### src/design/cat_pkg.sv
`timescale 1ns / 1ps
`default_nettype none
// ----------------------------------------------------------------------------
// Connection admission table: shared package
// Table size, field layouts, request and reply codes, and the command that
// the sequencer sends to the entry store.
// ----------------------------------------------------------------------------
package cat_pkg;

   localparam int TABLE_DEPTH = 16;
   localparam int IDX_W       = (TABLE_DEPTH > 1) ? $clog2(TABLE_DEPTH) : 1;
   localparam int SCAN_W      = IDX_W + 1;
   localparam int CNT_W       = $clog2(TABLE_DEPTH + 1);
   localparam int LIMIT_W     = 4;
   localparam int CMP_W       = (CNT_W > LIMIT_W) ? CNT_W : LIMIT_W;
   localparam int ADDR_W      = 3;
   localparam int DATA_W      = 32;

   localparam logic [LIMIT_W-1:0] LIMIT_RESET = 4'd3;
   localparam logic               REG_LIMIT   = 1'b0;

   localparam logic [1:0] OP_CONNECT    = 2'd0;
   localparam logic [1:0] OP_DISCONNECT = 2'd1;

   localparam logic [1:0] REPLY_DECLINED = 2'd0;
   localparam logic [1:0] REPLY_NEW      = 2'd1;
   localparam logic [1:0] REPLY_EXISTING = 2'd2;
   localparam logic [1:0] REPLY_CLOSED   = 2'd3;

   typedef struct packed {
      logic [1:0]  opcode;
      logic [31:0] source_ip;
      logic [15:0] source_port;
      logic [31:0] request_id;
   } req_type;

   typedef struct packed {
      logic [1:0]  reply_kind;
      logic [31:0] given_id;
   } rsp_type;

   typedef struct packed {
      logic [31:0] id;
      logic [31:0] ip;
      logic [15:0] port;
   } entry_type;

   typedef struct packed {
      logic             rd_en;
      logic [IDX_W-1:0] rd_addr;
      logic             wr_en;
      logic             clr_en;
      logic [IDX_W-1:0] wr_addr;
      entry_type        wr_data;
   } tbl_cmd_type;

endpackage
`default_nettype wire

### src/design/cat_store.sv
`timescale 1ns / 1ps
`default_nettype none
// ----------------------------------------------------------------------------
// Connection admission table: entry store
// Synchronous entry memory with a registered read port, and the live flags
// of the entries, cleared at reset.
// ----------------------------------------------------------------------------
module cat_store
   import cat_pkg::*;
(
   input  logic                   clock,
   input  logic                   reset,
   input  tbl_cmd_type            cmd,
   output entry_type              rd_data,
   output logic [TABLE_DEPTH-1:0] live
);

   entry_type              mem_ff [TABLE_DEPTH];
   entry_type              rd_data_ff;
   logic [TABLE_DEPTH-1:0] live_ff;
   logic [TABLE_DEPTH-1:0] live_in;

   always_ff @(posedge clock) begin
      if (cmd.wr_en) begin
         mem_ff[cmd.wr_addr] <= cmd.wr_data;
      end
      if (cmd.rd_en) begin
         rd_data_ff <= mem_ff[cmd.rd_addr];
      end
   end

   always_comb begin
      live_in = live_ff;
      if (cmd.wr_en) begin
         live_in[cmd.wr_addr] = 1'b1;
      end
      if (cmd.clr_en) begin
         live_in[cmd.wr_addr] = 1'b0;
      end
   end

   always_ff @(posedge clock) begin
      if (reset) begin
         live_ff <= '0;
      end else begin
         live_ff <= live_in;
      end
   end

   assign rd_data = rd_data_ff;
   assign live    = live_ff;

endmodule
`default_nettype wire

### src/design/cat_seq.sv
`timescale 1ns / 1ps
`default_nettype none
// ----------------------------------------------------------------------------
// Connection admission table: request sequencer
// Scans the entry store once per connect or disconnect, decides the reply
// and draws ids from the wrapping counter, each checked by a further scan.
// ----------------------------------------------------------------------------
module cat_seq
   import cat_pkg::*;
(
   input  logic                   clock,
   input  logic                   reset,
   input  logic                   start,
   input  req_type                req_data,
   output logic                   busy,
   input  logic [LIMIT_W-1:0]     limit,
   output tbl_cmd_type            cmd,
   input  entry_type              rd_data,
   input  logic [TABLE_DEPTH-1:0] live,
   output logic                   rsp_strobe,
   output rsp_type                rsp_data
);

   localparam logic [2:0] ST_IDLE   = 3'd0;
   localparam logic [2:0] ST_SCAN   = 3'd1;
   localparam logic [2:0] ST_DECIDE = 3'd2;
   localparam logic [2:0] ST_DRAW   = 3'd3;
   localparam logic [2:0] ST_IDSCAN = 3'd4;
   localparam logic [2:0] ST_IDCHK  = 3'd5;

   logic [2:0]        state_ff, state_in;
   logic [SCAN_W-1:0] cnt_ff, cnt_in;
   logic              chk_vld_ff, chk_vld_in;
   logic [IDX_W-1:0]  chk_idx_ff, chk_idx_in;
   req_type           req_ff, req_in;
   logic [CNT_W-1:0]  count_ff, count_in;
   logic              match_fnd_ff, match_fnd_in;
   logic [31:0]       match_id_ff, match_id_in;
   logic              free_fnd_ff, free_fnd_in;
   logic [IDX_W-1:0]  free_idx_ff, free_idx_in;
   logic              hit_fnd_ff, hit_fnd_in;
   logic [IDX_W-1:0]  hit_idx_ff, hit_idx_in;
   logic              hit_ok_ff, hit_ok_in;
   logic [31:0]       cand_ff, cand_in;
   logic [31:0]       next_id_ff, next_id_in;
   logic              rsp_strobe_ff, rsp_strobe_in;
   rsp_type           rsp_data_ff, rsp_data_in;

   logic issue;
   logic scan_last;
   logic elem_live;

   assign issue     = (cnt_ff < SCAN_W'(TABLE_DEPTH));
   assign scan_last = chk_vld_ff && (chk_idx_ff == IDX_W'(TABLE_DEPTH - 1));
   assign elem_live = live[chk_idx_ff];

   always_comb begin
      state_in      = state_ff;
      cnt_in        = cnt_ff;
      chk_vld_in    = 1'b0;
      chk_idx_in    = chk_idx_ff;
      req_in        = req_ff;
      count_in      = count_ff;
      match_fnd_in  = match_fnd_ff;
      match_id_in   = match_id_ff;
      free_fnd_in   = free_fnd_ff;
      free_idx_in   = free_idx_ff;
      hit_fnd_in    = hit_fnd_ff;
      hit_idx_in    = hit_idx_ff;
      hit_ok_in     = hit_ok_ff;
      cand_in       = cand_ff;
      next_id_in    = next_id_ff;
      rsp_strobe_in = 1'b0;
      rsp_data_in   = rsp_data_ff;

      cmd         = '0;
      cmd.rd_addr = cnt_ff[IDX_W-1:0];
      cmd.wr_data = '{id: cand_ff, ip: req_ff.source_ip, port: req_ff.source_port};

      if ((state_ff == ST_SCAN || state_ff == ST_IDSCAN) && issue) begin
         cmd.rd_en  = 1'b1;
         cnt_in     = cnt_ff + SCAN_W'(1);
         chk_vld_in = 1'b1;
         chk_idx_in = cnt_ff[IDX_W-1:0];
      end

      unique case (state_ff)
         ST_IDLE: begin
            if (start) begin
               req_in       = req_data;
               cnt_in       = '0;
               count_in     = '0;
               match_fnd_in = 1'b0;
               free_fnd_in  = 1'b0;
               hit_fnd_in   = 1'b0;
               hit_ok_in    = 1'b0;
               if (req_data.opcode == OP_CONNECT || req_data.opcode == OP_DISCONNECT) begin
                  state_in = ST_SCAN;
               end
            end
         end
         ST_SCAN: begin
            if (chk_vld_ff) begin
               if (req_ff.opcode == OP_CONNECT) begin
                  if (elem_live && rd_data.ip == req_ff.source_ip) begin
                     count_in = count_ff + CNT_W'(1);
                     if (rd_data.port == req_ff.source_port && !match_fnd_ff) begin
                        match_fnd_in = 1'b1;
                        match_id_in  = rd_data.id;
                     end
                  end
                  if (!elem_live && !free_fnd_ff) begin
                     free_fnd_in = 1'b1;
                     free_idx_in = chk_idx_ff;
                  end
               end else begin
                  if (elem_live && rd_data.id == req_ff.request_id && !hit_fnd_ff) begin
                     hit_fnd_in = 1'b1;
                     hit_idx_in = chk_idx_ff;
                     hit_ok_in  = (rd_data.ip == req_ff.source_ip) &&
                                  (rd_data.port == req_ff.source_port);
                  end
               end
            end
            if (scan_last) begin
               state_in = ST_DECIDE;
            end
         end
         ST_DECIDE: begin
            state_in = ST_IDLE;
            if (req_ff.opcode == OP_CONNECT) begin
               if (CMP_W'(count_ff) >= CMP_W'(limit)) begin
                  rsp_strobe_in = 1'b1;
                  rsp_data_in   = '{reply_kind: REPLY_DECLINED, given_id: 32'd0};
               end else if (match_fnd_ff) begin
                  rsp_strobe_in = 1'b1;
                  rsp_data_in   = '{reply_kind: REPLY_EXISTING, given_id: match_id_ff};
               end else if (!free_fnd_ff) begin
                  rsp_strobe_in = 1'b1;
                  rsp_data_in   = '{reply_kind: REPLY_DECLINED, given_id: 32'd0};
               end else begin
                  state_in = ST_DRAW;
               end
            end else if (hit_fnd_ff && hit_ok_ff) begin
               cmd.clr_en    = 1'b1;
               cmd.wr_addr   = hit_idx_ff;
               rsp_strobe_in = 1'b1;
               rsp_data_in   = '{reply_kind: REPLY_CLOSED, given_id: 32'd0};
            end
         end
         ST_DRAW: begin
            cand_in    = next_id_ff;
            next_id_in = next_id_ff + 32'd1;
            if (next_id_ff != 32'd0) begin
               cnt_in     = '0;
               hit_fnd_in = 1'b0;
               state_in   = ST_IDSCAN;
            end
         end
         ST_IDSCAN: begin
            if (chk_vld_ff && elem_live && rd_data.id == cand_ff) begin
               hit_fnd_in = 1'b1;
            end
            if (scan_last) begin
               state_in = ST_IDCHK;
            end
         end
         ST_IDCHK: begin
            if (hit_fnd_ff) begin
               state_in = ST_DRAW;
            end else begin
               cmd.wr_en     = 1'b1;
               cmd.wr_addr   = free_idx_ff;
               rsp_strobe_in = 1'b1;
               rsp_data_in   = '{reply_kind: REPLY_NEW, given_id: cand_ff};
               state_in      = ST_IDLE;
            end
         end
         default: begin
            state_in = ST_IDLE;
         end
      endcase
   end

   always_ff @(posedge clock) begin
      if (reset) begin
         state_ff      <= ST_IDLE;
         cnt_ff        <= '0;
         chk_vld_ff    <= 1'b0;
         count_ff      <= '0;
         match_fnd_ff  <= 1'b0;
         free_fnd_ff   <= 1'b0;
         hit_fnd_ff    <= 1'b0;
         hit_ok_ff     <= 1'b0;
         next_id_ff    <= 32'd1;
         rsp_strobe_ff <= 1'b0;
      end else begin
         state_ff      <= state_in;
         cnt_ff        <= cnt_in;
         chk_vld_ff    <= chk_vld_in;
         count_ff      <= count_in;
         match_fnd_ff  <= match_fnd_in;
         free_fnd_ff   <= free_fnd_in;
         hit_fnd_ff    <= hit_fnd_in;
         hit_ok_ff     <= hit_ok_in;
         next_id_ff    <= next_id_in;
         rsp_strobe_ff <= rsp_strobe_in;
      end
   end

   always_ff @(posedge clock) begin
      chk_idx_ff  <= chk_idx_in;
      req_ff      <= req_in;
      match_id_ff <= match_id_in;
      free_idx_ff <= free_idx_in;
      hit_idx_ff  <= hit_idx_in;
      cand_ff     <= cand_in;
      rsp_data_ff <= rsp_data_in;
   end

   assign busy       = (state_ff != ST_IDLE);
   assign rsp_strobe = rsp_strobe_ff;
   assign rsp_data   = rsp_data_ff;

endmodule
`default_nettype wire

### src/design/connection_admission_table_top.sv
`timescale 1ns / 1ps
`default_nettype none
// ----------------------------------------------------------------------------
// Connection admission table: top level
// Live connection table with a per-source limit, an id allocator and an
// APB-style register for the limit.
// ----------------------------------------------------------------------------
// A request is taken when start is high and busy is low. Connect requests
// return declined, accepted as new or accepted existing; disconnect requests
// return a reply only when the named id is live and belongs to the sender.
// Other opcodes are taken and dropped without raising busy. Each reply is shown
// on rsp_data for a single cycle, marked by rsp_strobe; the receiver cannot
// stall it.
// Every connect or disconnect request is handled by full passes over the entry
// memory, one entry per cycle through its single read port. A disconnect, a
// decline or an existing connection is answered after one pass; a new
// connection needs a further pass for each nonzero id drawn from the counter.
// A drawn id already in use is skipped, and a drawn zero is skipped without a
// pass. busy falls in the cycle in which the reply is shown, so the next
// request can be taken at the edge that accepts the reply.
// Reset clears the live flags, sets the id counter to one and the limit to
// three. The limit register sits at byte address 0; the user must write it
// only while the block is idle, since the block itself does not enforce it.
// ----------------------------------------------------------------------------
module connection_admission_table_top
   import cat_pkg::*;
(
   input  logic              clock,
   input  logic              reset,
   input  logic              start,
   input  req_type           req_data,
   output logic              busy,
   output logic              rsp_strobe,
   output rsp_type           rsp_data,
   input  logic              psel,
   input  logic              penable,
   input  logic              pwrite,
   input  logic [ADDR_W-1:0] paddr,
   input  logic [DATA_W-1:0] pwdata,
   output logic [DATA_W-1:0] prdata,
   output logic              pready
);

   logic [LIMIT_W-1:0]     limit_ff, limit_in;
   tbl_cmd_type            cmd;
   entry_type              rd_data;
   logic [TABLE_DEPTH-1:0] live;

   always_comb begin
      limit_in = limit_ff;
      if (psel && penable && pwrite && paddr[ADDR_W-1] == REG_LIMIT) begin
         limit_in = pwdata[LIMIT_W-1:0];
      end
   end

   always_ff @(posedge clock) begin
      if (reset) begin
         limit_ff <= LIMIT_RESET;
      end else begin
         limit_ff <= limit_in;
      end
   end

   assign prdata = (paddr[ADDR_W-1] == REG_LIMIT) ? DATA_W'(limit_ff) : '0;
   assign pready = 1'b1;

   cat_store u_store (
      .clock   (clock),
      .reset   (reset),
      .cmd     (cmd),
      .rd_data (rd_data),
      .live    (live)
   );

   cat_seq u_seq (
      .clock      (clock),
      .reset      (reset),
      .start      (start),
      .req_data   (req_data),
      .busy       (busy),
      .limit      (limit_ff),
      .cmd        (cmd),
      .rd_data    (rd_data),
      .live       (live),
      .rsp_strobe (rsp_strobe),
      .rsp_data   (rsp_data)
   );

   a_rsp_after_busy : assert property (@(posedge clock) disable iff (reset)
      rsp_strobe |-> $past(busy))
      else $error("Reply issued without a request in progress.");

   a_single_rsp : assert property (@(posedge clock) disable iff (reset)
      rsp_strobe |=> !rsp_strobe)
      else $error("Two replies issued in consecutive cycles.");

   a_id_nonzero : assert property (@(posedge clock) disable iff (reset)
      rsp_strobe && (rsp_data.reply_kind == REPLY_NEW ||
                     rsp_data.reply_kind == REPLY_EXISTING)
      |-> rsp_data.given_id != 32'd0)
      else $error("Accepted connection returned with id zero.");

   a_id_zero : assert property (@(posedge clock) disable iff (reset)
      rsp_strobe && (rsp_data.reply_kind == REPLY_DECLINED ||
                     rsp_data.reply_kind == REPLY_CLOSED)
      |-> rsp_data.given_id == 32'd0)
      else $error("Declined or disconnect reply carries a non-zero id.");

   a_busy_after_accept : assert property (@(posedge clock) disable iff (reset)
      start && !busy && (req_data.opcode == OP_CONNECT ||
                         req_data.opcode == OP_DISCONNECT)
      |=> busy)
      else $error("Connect or disconnect request accepted without going busy.");

endmodule
`default_nettype wire

### config.mk
export PLATFORM = sky130hd
export DESIGN_NAME = connection_admission_table_top
export DESIGN_NICKNAME = d
export VERILOG_FILES = /design/src/design/cat_pkg.sv /design/src/design/cat_store.sv /design/src/design/cat_seq.sv /design/src/design/connection_admission_table_top.sv
export SDC_FILE = /design/constraint.sdc
export NUM_CORES = 2
export LEC_CHECK = 0
export ABC_AREA = 1
export BUFFER_PORTS_ARGS = -buffer_cell sky130_fd_sc_hd__buf_2
export CAP_MARGIN = 20
export CORE_MARGIN = 2
export CORE_UTILIZATION = 67
export CTS_CLUSTER_SIZE = 24
export DETAILED_ROUTE_END_ITERATION = 8
export PLACE_DENSITY_LB_ADDON = 0.25
export SYNTH_ARGS = -nofsm -noshare
export SYNTH_HDL_FRONTEND = slang
export SYNTH_SLANG_ARGS = --single-unit
### constraint.sdc
create_clock -name clock -period 12.1 [get_ports clock]
set_input_delay 0.605 -clock clock [delete_from_list [all_inputs] [get_ports clock]]
set_output_delay 0.605 -clock clock [all_outputs]
set_load 0.005 [all_outputs]
### Yosys cells after proc, flatten, opt, wreduce, memory -nomap -nowiden

Memories as Yosys holds them, arrays and structs flattened. A register that Yosys moved wholly into a read port is not among the register bits.
Index checks and enable logic that the tools add are counted.

| operators by class | value |
|---|---|
| $add $sub $neg | 3 |
| magnitude comparators | 5 |
| eq/ne operators | 27 |
| multiplexer cells | 70 |
| bitwise logic cells | 5 |
| reductions and logical operators | 40 |

Operators by type and width:

| kind | count |
|---|---|
| two-way mux 34 bit | 6 |
| == test 32 bit | 3 |
| one-hot mux 34 bit (2 select lines) | 1 |
| two-way mux 5 bit | 9 |
| adder 32 x 1 -> 32 bit (second input constant) | 1 |
| two-way mux 16 bit | 2 |
| nonzero test 32 bit | 1 |
| two-way mux 1 bit | 29 |
| AND reduction 5 bit | 5 |
| two-way mux 3 bit | 8 |
| one-hot mux 5 bit (2 select lines) | 2 |
| != test 2 bit (second input constant) | 9 |
| one-hot mux 3 bit (6 select lines) | 1 |
| bitwise AND 16 bit | 1 |
| == test 16 bit | 1 |
| inverter 16 bit | 1 |
| OR 16 bit | 1 |
| logical AND 1 bit | 15 |
| AND reduction 4 bit | 3 |
| adder 5 x 1 -> 5 bit (second input constant) | 2 |
| < comparator 4 x 5 -> 1 bit (second input constant) | 2 |
| != test 2 x 1 -> 1 bit (second input constant) | 5 |
| two-way mux 4 bit | 2 |
| one-hot mux 1 bit (2 select lines) | 4 |
| 26 further kinds | 36 |

| storage, ports and cells | value |
|---|---|
| flip-flop bits (word level) | 263 |
| memory bits (writable) | 1280 |
| input bits | 123 |
| output and inout port bits | 69 |
| word-level logic and storage cells | 174 |
| memories | 1 |

Memory list:

| memory | depth | bits a word | read ports | clocked after Yosys merged registers in | write ports | line | source |
|---|---|---|---|---|---|---|---|
| u_store.mem_ff | 16 | 80 | 1 | 1 | 1 | cat_store.sv:18 | `entry_type mem_ff [TABLE_DEPTH];` |

### Depth between registers and ports, before layout

| logic depth | value |
|---|---|
| depth in word-level cells | 12 |
| mapped depth | 15 |
| depth with buffers taken out | 14 |

### By module

A second synthesis with hierarchy kept.

| unflattened totals | value |
|---|---|
| cells, all modules | 6801 |
| area, all modules | 70322.4 µm² |

Modules (own cells, without submodules):

| module | times used | cells an instance | area each (µm²) | seq. area each (µm²) |
|---|---|---|---|---|
| cat_store | 1 | 5333 | 57557.7 | 41159.5 |
| cat_seq | 1 | 1400 | 12310.6 | 6786.5 |
| connection_admission_table_top | 1 | 68 | 454.2 | 80.1 |

### Worst setup path after synthesis

Ideal clock, no wire load.

| timing | value |
|---|---|
| kind | register to register |
| start point | reg u_seq.state_ff[0] |
| end point | reg u_seq.cnt_ff[3] |
| setup time | 0.065 ns |
| arrival time | 5.247 ns |
| required time | 12.035 ns |
| setup slack | 6.787 ns |
| stages on the path, launching flop included | 8 |
| path buffers | 0 |
| clock period less this slack | 5.313 ns |
| cells stage by stage | dfxtp_1 > nand2_1 > nor2_2 > nor2_1 > nor2_1 > nand4_1 > xor2_1 > nor2_1 |

| on the way | value |
|---|---|
| cells in the longest elaborated chain, start to end | 6 |
| elaborated cells between the ends (all ways) | 10 |
| those cells by class | eq/ne: 3; mux: 4; reduce/logical: 3 |

RTL lines:

| element | line | source |
|---|---|---|
| start: declaration | cat_seq.sv:31 | `logic [2:0] state_ff, state_in;` |
| start signal: assignment | cat_seq.sv:198 | `state_ff <= state_in;` |
| == test 3 x 1 -> 1 bit or == test 3 bit (tied branches) | cat_seq.sv:80 | `if ((state_ff == ST_SCAN \|\| state_ff == ST_IDSCAN) && issue) begin` |
| logical OR 1 bit | cat_seq.sv:80 |  |
| logical AND 1 bit | cat_seq.sv:80 |  |
| two-way mux 5 bit | cat_seq.sv:80 |  |
| two-way mux 5 bit, on equally long branches | cat_seq.sv:154, cat_seq.sv:89 |  |
| one-hot mux 5 bit (2 select lines) (*) | cat_seq.sv:87 | `unique case (state_ff)` |
| end signal: assignment | cat_seq.sv:199 | `cnt_ff <= cnt_in;` |
| end: declaration | cat_seq.sv:32 | `logic [SCAN_W-1:0] cnt_ff, cnt_in;` |

Mark *: on every way between the ends. The rest lies on a longest branch, timed or not.
A chain may end at the register's enable or synchronous reset.

### Worst setup path in the final report

| timing | value |
|---|---|
| start point | reg u_seq.state_ff[0] |
| end point | mem u_store.mem_ff[12][38] (netlist name), enable pin |

| on the way | value |
|---|---|
| cells in the longest elaborated chain, start to end | 4 |
| elaborated cells between the ends (all ways) | 6 |
| those cells by class | eq/ne: 2; mux: 4 |

RTL lines:

| element | line | source |
|---|---|---|
| == test 3 bit | cat_seq.sv:87 |  |
| two-way mux 1 bit | cat_seq.sv:87 |  |
| two-way mux 1 bit | cat_store.sv:24 | `if (cmd.wr_en) begin` |
| two-way mux 1 bit (implied by the code) | cat_store.sv:25 | `mem_ff[cmd.wr_addr] <= cmd.wr_data;` |
| end: declaration | cat_store.sv:18 |  |

Several ways; a longest one is shown, not always the timed one.

==> results.txt <==
----------------------------------------------------
[Cells and area]
  Post-route cell area ... 70900 sq um
  Non-filler cells in the finished layout ... 6183
  Ant. Diodes ... 0
  Highest-count cells in the layout ignoring fill and taps ... sky130_fd_sc_hd__edfxtp_1, sky130_fd_sc_hd__nor2_1, sky130_fd_sc_hd__nand2_1, sky130_fd_sc_hd__o21ai_0, sky130_fd_sc_hd__nand3_1
  Leading cell type in the layout, fill and taps excluded ... sky130_fd_sc_hd__edfxtp_1
  Share of layout cells above drive strength 1 ... 9.84%
  Layout Area Growth over Synthesis ... 11.0%
  Fill cell instance count of the final layout ... 5612
  Final layout net count ... 4924

[STA]
  Worst clock skew ... 0.0332 ns
  Final critical-path setup slack ... 7.53 ns
  Fin Setup TNS ... 0 ns
  Slew of the pin with the lowest slew margin ... 1.19 ns
  Total count of hold-check failures in the final report ... 0
  Setup repair after global routing missed its margin ... no
  Number of setup violations in the final report ... 0
  Maximum achievable frequency ... 219 MHz
  Post-route minimum period ... 4.57 ns
  Slew HR ... 20.5%
  Fin. max-slew vios ... 0
  Post-route fraction of the period consumed by the critical path ... 37.8%

[CTS]
  Clock tree from TritonCTS ... done
  Root buffer selected by CTS ... sky130_fd_sc_hd__clkbuf_16
  Post-CTS setup buffer count ... 0
  Clock latency of the later-clocked register in the worst-skew pair ... 0.76 ns
  # H-tree levels ... 4
  Clk sinks ... 1623
  Maximum buffer depth of the clock tree ... 3
  Clock-pin transition on the worst setup and hold timing paths ... 0.06 ns
  Num CTS Buffers ... 156

[Yosys]
  Yosys top cell by area ... sky130_fd_sc_hd__edfxtp_1
  Yosys reg bits ... 1623
  Number of warnings reported in the yosys synthesis log ... 0
  Number of library cell types mapped by synthesis ... 47
  Fraction of registers with async set or reset after synthesis ... 0%
  Syn avg cell area ... 13.7 sq um
  Number of enable flip-flop cells after synthesis ... 1552
  Proportion of netlist area held by the largest area contributor ... 73.0%
  Cells after synthesis ... 4658
  Biggest area contributors in the synthesized netlist ... sky130_fd_sc_hd__edfxtp_1, sky130_fd_sc_hd__nor2_1, sky130_fd_sc_hd__o21ai_0
  Post-synthesis sequential area ratio ... 75.2%
  Top flip-flop cell by instance count after synthesis ... sky130_fd_sc_hd__edfxtp_1
  Summed instance area of the synthesized netlist ... 63800 sq um

[GRT]
  Met1 usage ... 41.7%
  Peak-usage layer in the global routing report ... met2
  Vias in the first global route ... 38037
  GR met2 Demand/Resource ... 47.6%
  Number of antenna violations at the first check in global routing ... 1
  Wire length of the first global-routing pass ... 220000 um
  Met3 global-route usage ... 5.29%
  Overall overflow remaining after global route ... 0
  Pin count of the biggest net entering global routing ... 201
  Tot GR Track Use ... 29.8%

[Critical path]
  Startpoint type of the worst setup path ... flop
  CP required ... 12.46 ns
  Crit path kind ... reg2reg
  Endpoint arrival time on the critical path ... 4.93 ns
  Critical path endpoint category ... flop
  Largest fanout of any net on the critical path ... 35

[Detailed routing]
  Violation count after the first detailed-routing iteration ... 5642
  Final ANT Viol Nets ... 0
  Average via count per standard cell ... 6.39
  1st-pass router iterations ... 6
  Total wirelength of the detailed-routed design ... 147000 um
  Vias after detailed routing ... 39535
  WL/cell ... 23.8 um
  DRC Markers ... 0

[Power and ir drop]
  Leak pwr ... 22.9 nW
  Power density of the placed cells ... 203 nW/um^2
  Design Power ... 14.4 mW
  Maximum vdd drop ... 0.000239 V

[Job]
  Count of maximum capacitance violations ... 0

[Die]
  Core region area ... 94700 sq um
  Std cell rows ... 113
  Die outline height ... 313 um
  Die width ... 313 um
  Overall die area ... 97800 sq um
  Initial core utilization ... 67.4%
  I/O pin total ... 192

[Place]
  Dpl cells ... 5852
  Hpwl dp ... 74400 um
  Placed cell areas ... 65500 sq um
  Worst slack, placed ... 7.63 ns
  Routability cong. ... 0.916
  Number of I/O port buffers ... 132

[Min path]
  Type of the tightest min-delay check ... in2reg

[Run status]
  Status ... finished clean

----------------------------------------------------
## per-stage QoR
step	utilization, %	hold slack [ns]
finish	74.8	0.0324
CTS	74.7	0.00114
detailed placement	69.2	0.453
global route	74.8	0.00838
global placement	69.2	0.449
floorplan	-	0.406
## synthesized netlist by cell type, types with 7 or more instances
library cell,number
sky130_fd_sc_hd__clkbuf_1,208
sky130_fd_sc_hd__nand4_1,27
sky130_fd_sc_hd__o32ai_1,189
sky130_fd_sc_hd__mux2i_1,131
sky130_fd_sc_hd__ha_1,8
sky130_fd_sc_hd__xor2_1,23
sky130_fd_sc_hd__nand3_1,203
sky130_fd_sc_hd__edfxtp_1,1552
sky130_fd_sc_hd__nand2_1,401
sky130_fd_sc_hd__a21oi_1,36
sky130_fd_sc_hd__o21ai_0,378
sky130_fd_sc_hd__o211ai_1,32
sky130_fd_sc_hd__nor3_1,33
sky130_fd_sc_hd__o221ai_1,131
sky130_fd_sc_hd__dfxtp_1,71
sky130_fd_sc_hd__buf_2,33
sky130_fd_sc_hd__nand2_2,14
sky130_fd_sc_hd__buf_4,33
sky130_fd_sc_hd__nor4_1,7
sky130_fd_sc_hd__nor2_1,831
sky130_fd_sc_hd__or2_2,9
sky130_fd_sc_hd__nor2_2,22
sky130_fd_sc_hd__o22ai_1,17
sky130_fd_sc_hd__buf_1,12
sky130_fd_sc_hd__xnor2_1,61
sky130_fd_sc_hd__inv_1,145
sky130_fd_sc_hd__inv_2,12
## worst paths after layout
kind                                      endpoint  cells past startpoint                               from  slack (ns)
setup / recovery  u_store.mem_ff[12][38]$_DFFE_PP_                     12     u_seq.state_ff[0]$_SDFFE_PP0P_        7.53
setup reg to reg  u_store.mem_ff[12][38]$_DFFE_PP_                     12     u_seq.state_ff[0]$_SDFFE_PP0P_        7.53
hold / removal             u_seq.cmd[39]$_DFFE_PP_                      1                       req_data[71]        0.03
hold reg to reg        u_seq.cand_ff[16]$_DFFE_PP_                      0  u_seq.next_id_ff[16]$_SDFFE_PP0P_        0.46
## worst max-delay path: stages, from the launching register on
cell	delay (ns)
sky130_fd_sc_hd__dfxtp_1	0.49
sky130_fd_sc_hd__nand2_2	0.13
sky130_fd_sc_hd__nor2_4	0.49
sky130_fd_sc_hd__inv_2	0.39
sky130_fd_sc_hd__nor2_8	0.24
sky130_fd_sc_hd__nand2_2	0.09
sky130_fd_sc_hd__nand2_2	0.10
sky130_fd_sc_hd__nand2_1	0.06
sky130_fd_sc_hd__clkinv_1	0.09
sky130_fd_sc_hd__nand2_1	0.11
sky130_fd_sc_hd__nor2_4	0.51
sky130_fd_sc_hd__buf_4	0.69
sky130_fd_sc_hd__buf_4	0.72
## registers in the layout (all words and copies together) (netlist names), 3 cells and up
register / cells
limit_ff: 4
u_seq.cand_ff: 32
u_seq.chk_idx_ff: 4
u_seq.cmd: 48
u_seq.cnt_ff: 5
u_seq.count_ff: 5
u_seq.free_idx_ff: 4
u_seq.hit_idx_ff: 4
u_seq.match_id_ff: 32
u_seq.next_id_ff: 32
u_seq.req_ff: 34
u_seq.rsp_data: 34
u_seq.state_ff: 3
u_store.live: 16
u_store.mem_ff: 1280
u_store.rd_data: 80
## metal layers
metal / vias to the layer above / wire length, um
met3: 376 / 14400
li1: 17496 / -
met1: 19451 / 56800
met4: 2 / 5200
met2: 2210 / 70900
met5: - / 20
## cells by family (layout without fill, tap and decap cells)
group | Yosys count | count (layout) | synth area share, %
other | 2 | 29 | 0.0118
and+or+nand+nor | 1564 | 1564 | 10.1
buffers and inverters | 447 | 680 | 2.89
AOI/OAI and AO/OA | 799 | 799 | 8.37
muxes | 131 | 131 | 2.05
xor gates and xnor gates | 84 | 84 | 1.15
adders and majority gates | 8 | 8 | 0.157
DFF | 1623 | 1623 | 75.2
## timing repair
action                                 in CTS  in global routing
endpoints found under the hold margin      46                  0
hold buffers                               46                  0
gates resized for setup                     0                  0
## where the power goes
group | leakage (nW) | internal (mW) | switching (mW)
sequential | 14.5 | 6.72 | 0.439
clock | 2.37 | 2.59 | 1.99
combinational | 6.03 | 0.878 | 1.77
total | 22.9 | 10.2 | 4.20
## area by class of cell
type	instances	area, sq um	area share (%)
Clock buffer	194	4160	5.87
Timing Repair Buffer	236	1650	2.32
Multi-Input combinational cell	2615	14200	20.0
Sequential cell	1623	48000	67.8
Clock inverter	89	638	0.900
Tap cell	1265	1580	2.23
Inverter	161	621	0.876
No activity file was read; power rests on OpenSTA's default activity.
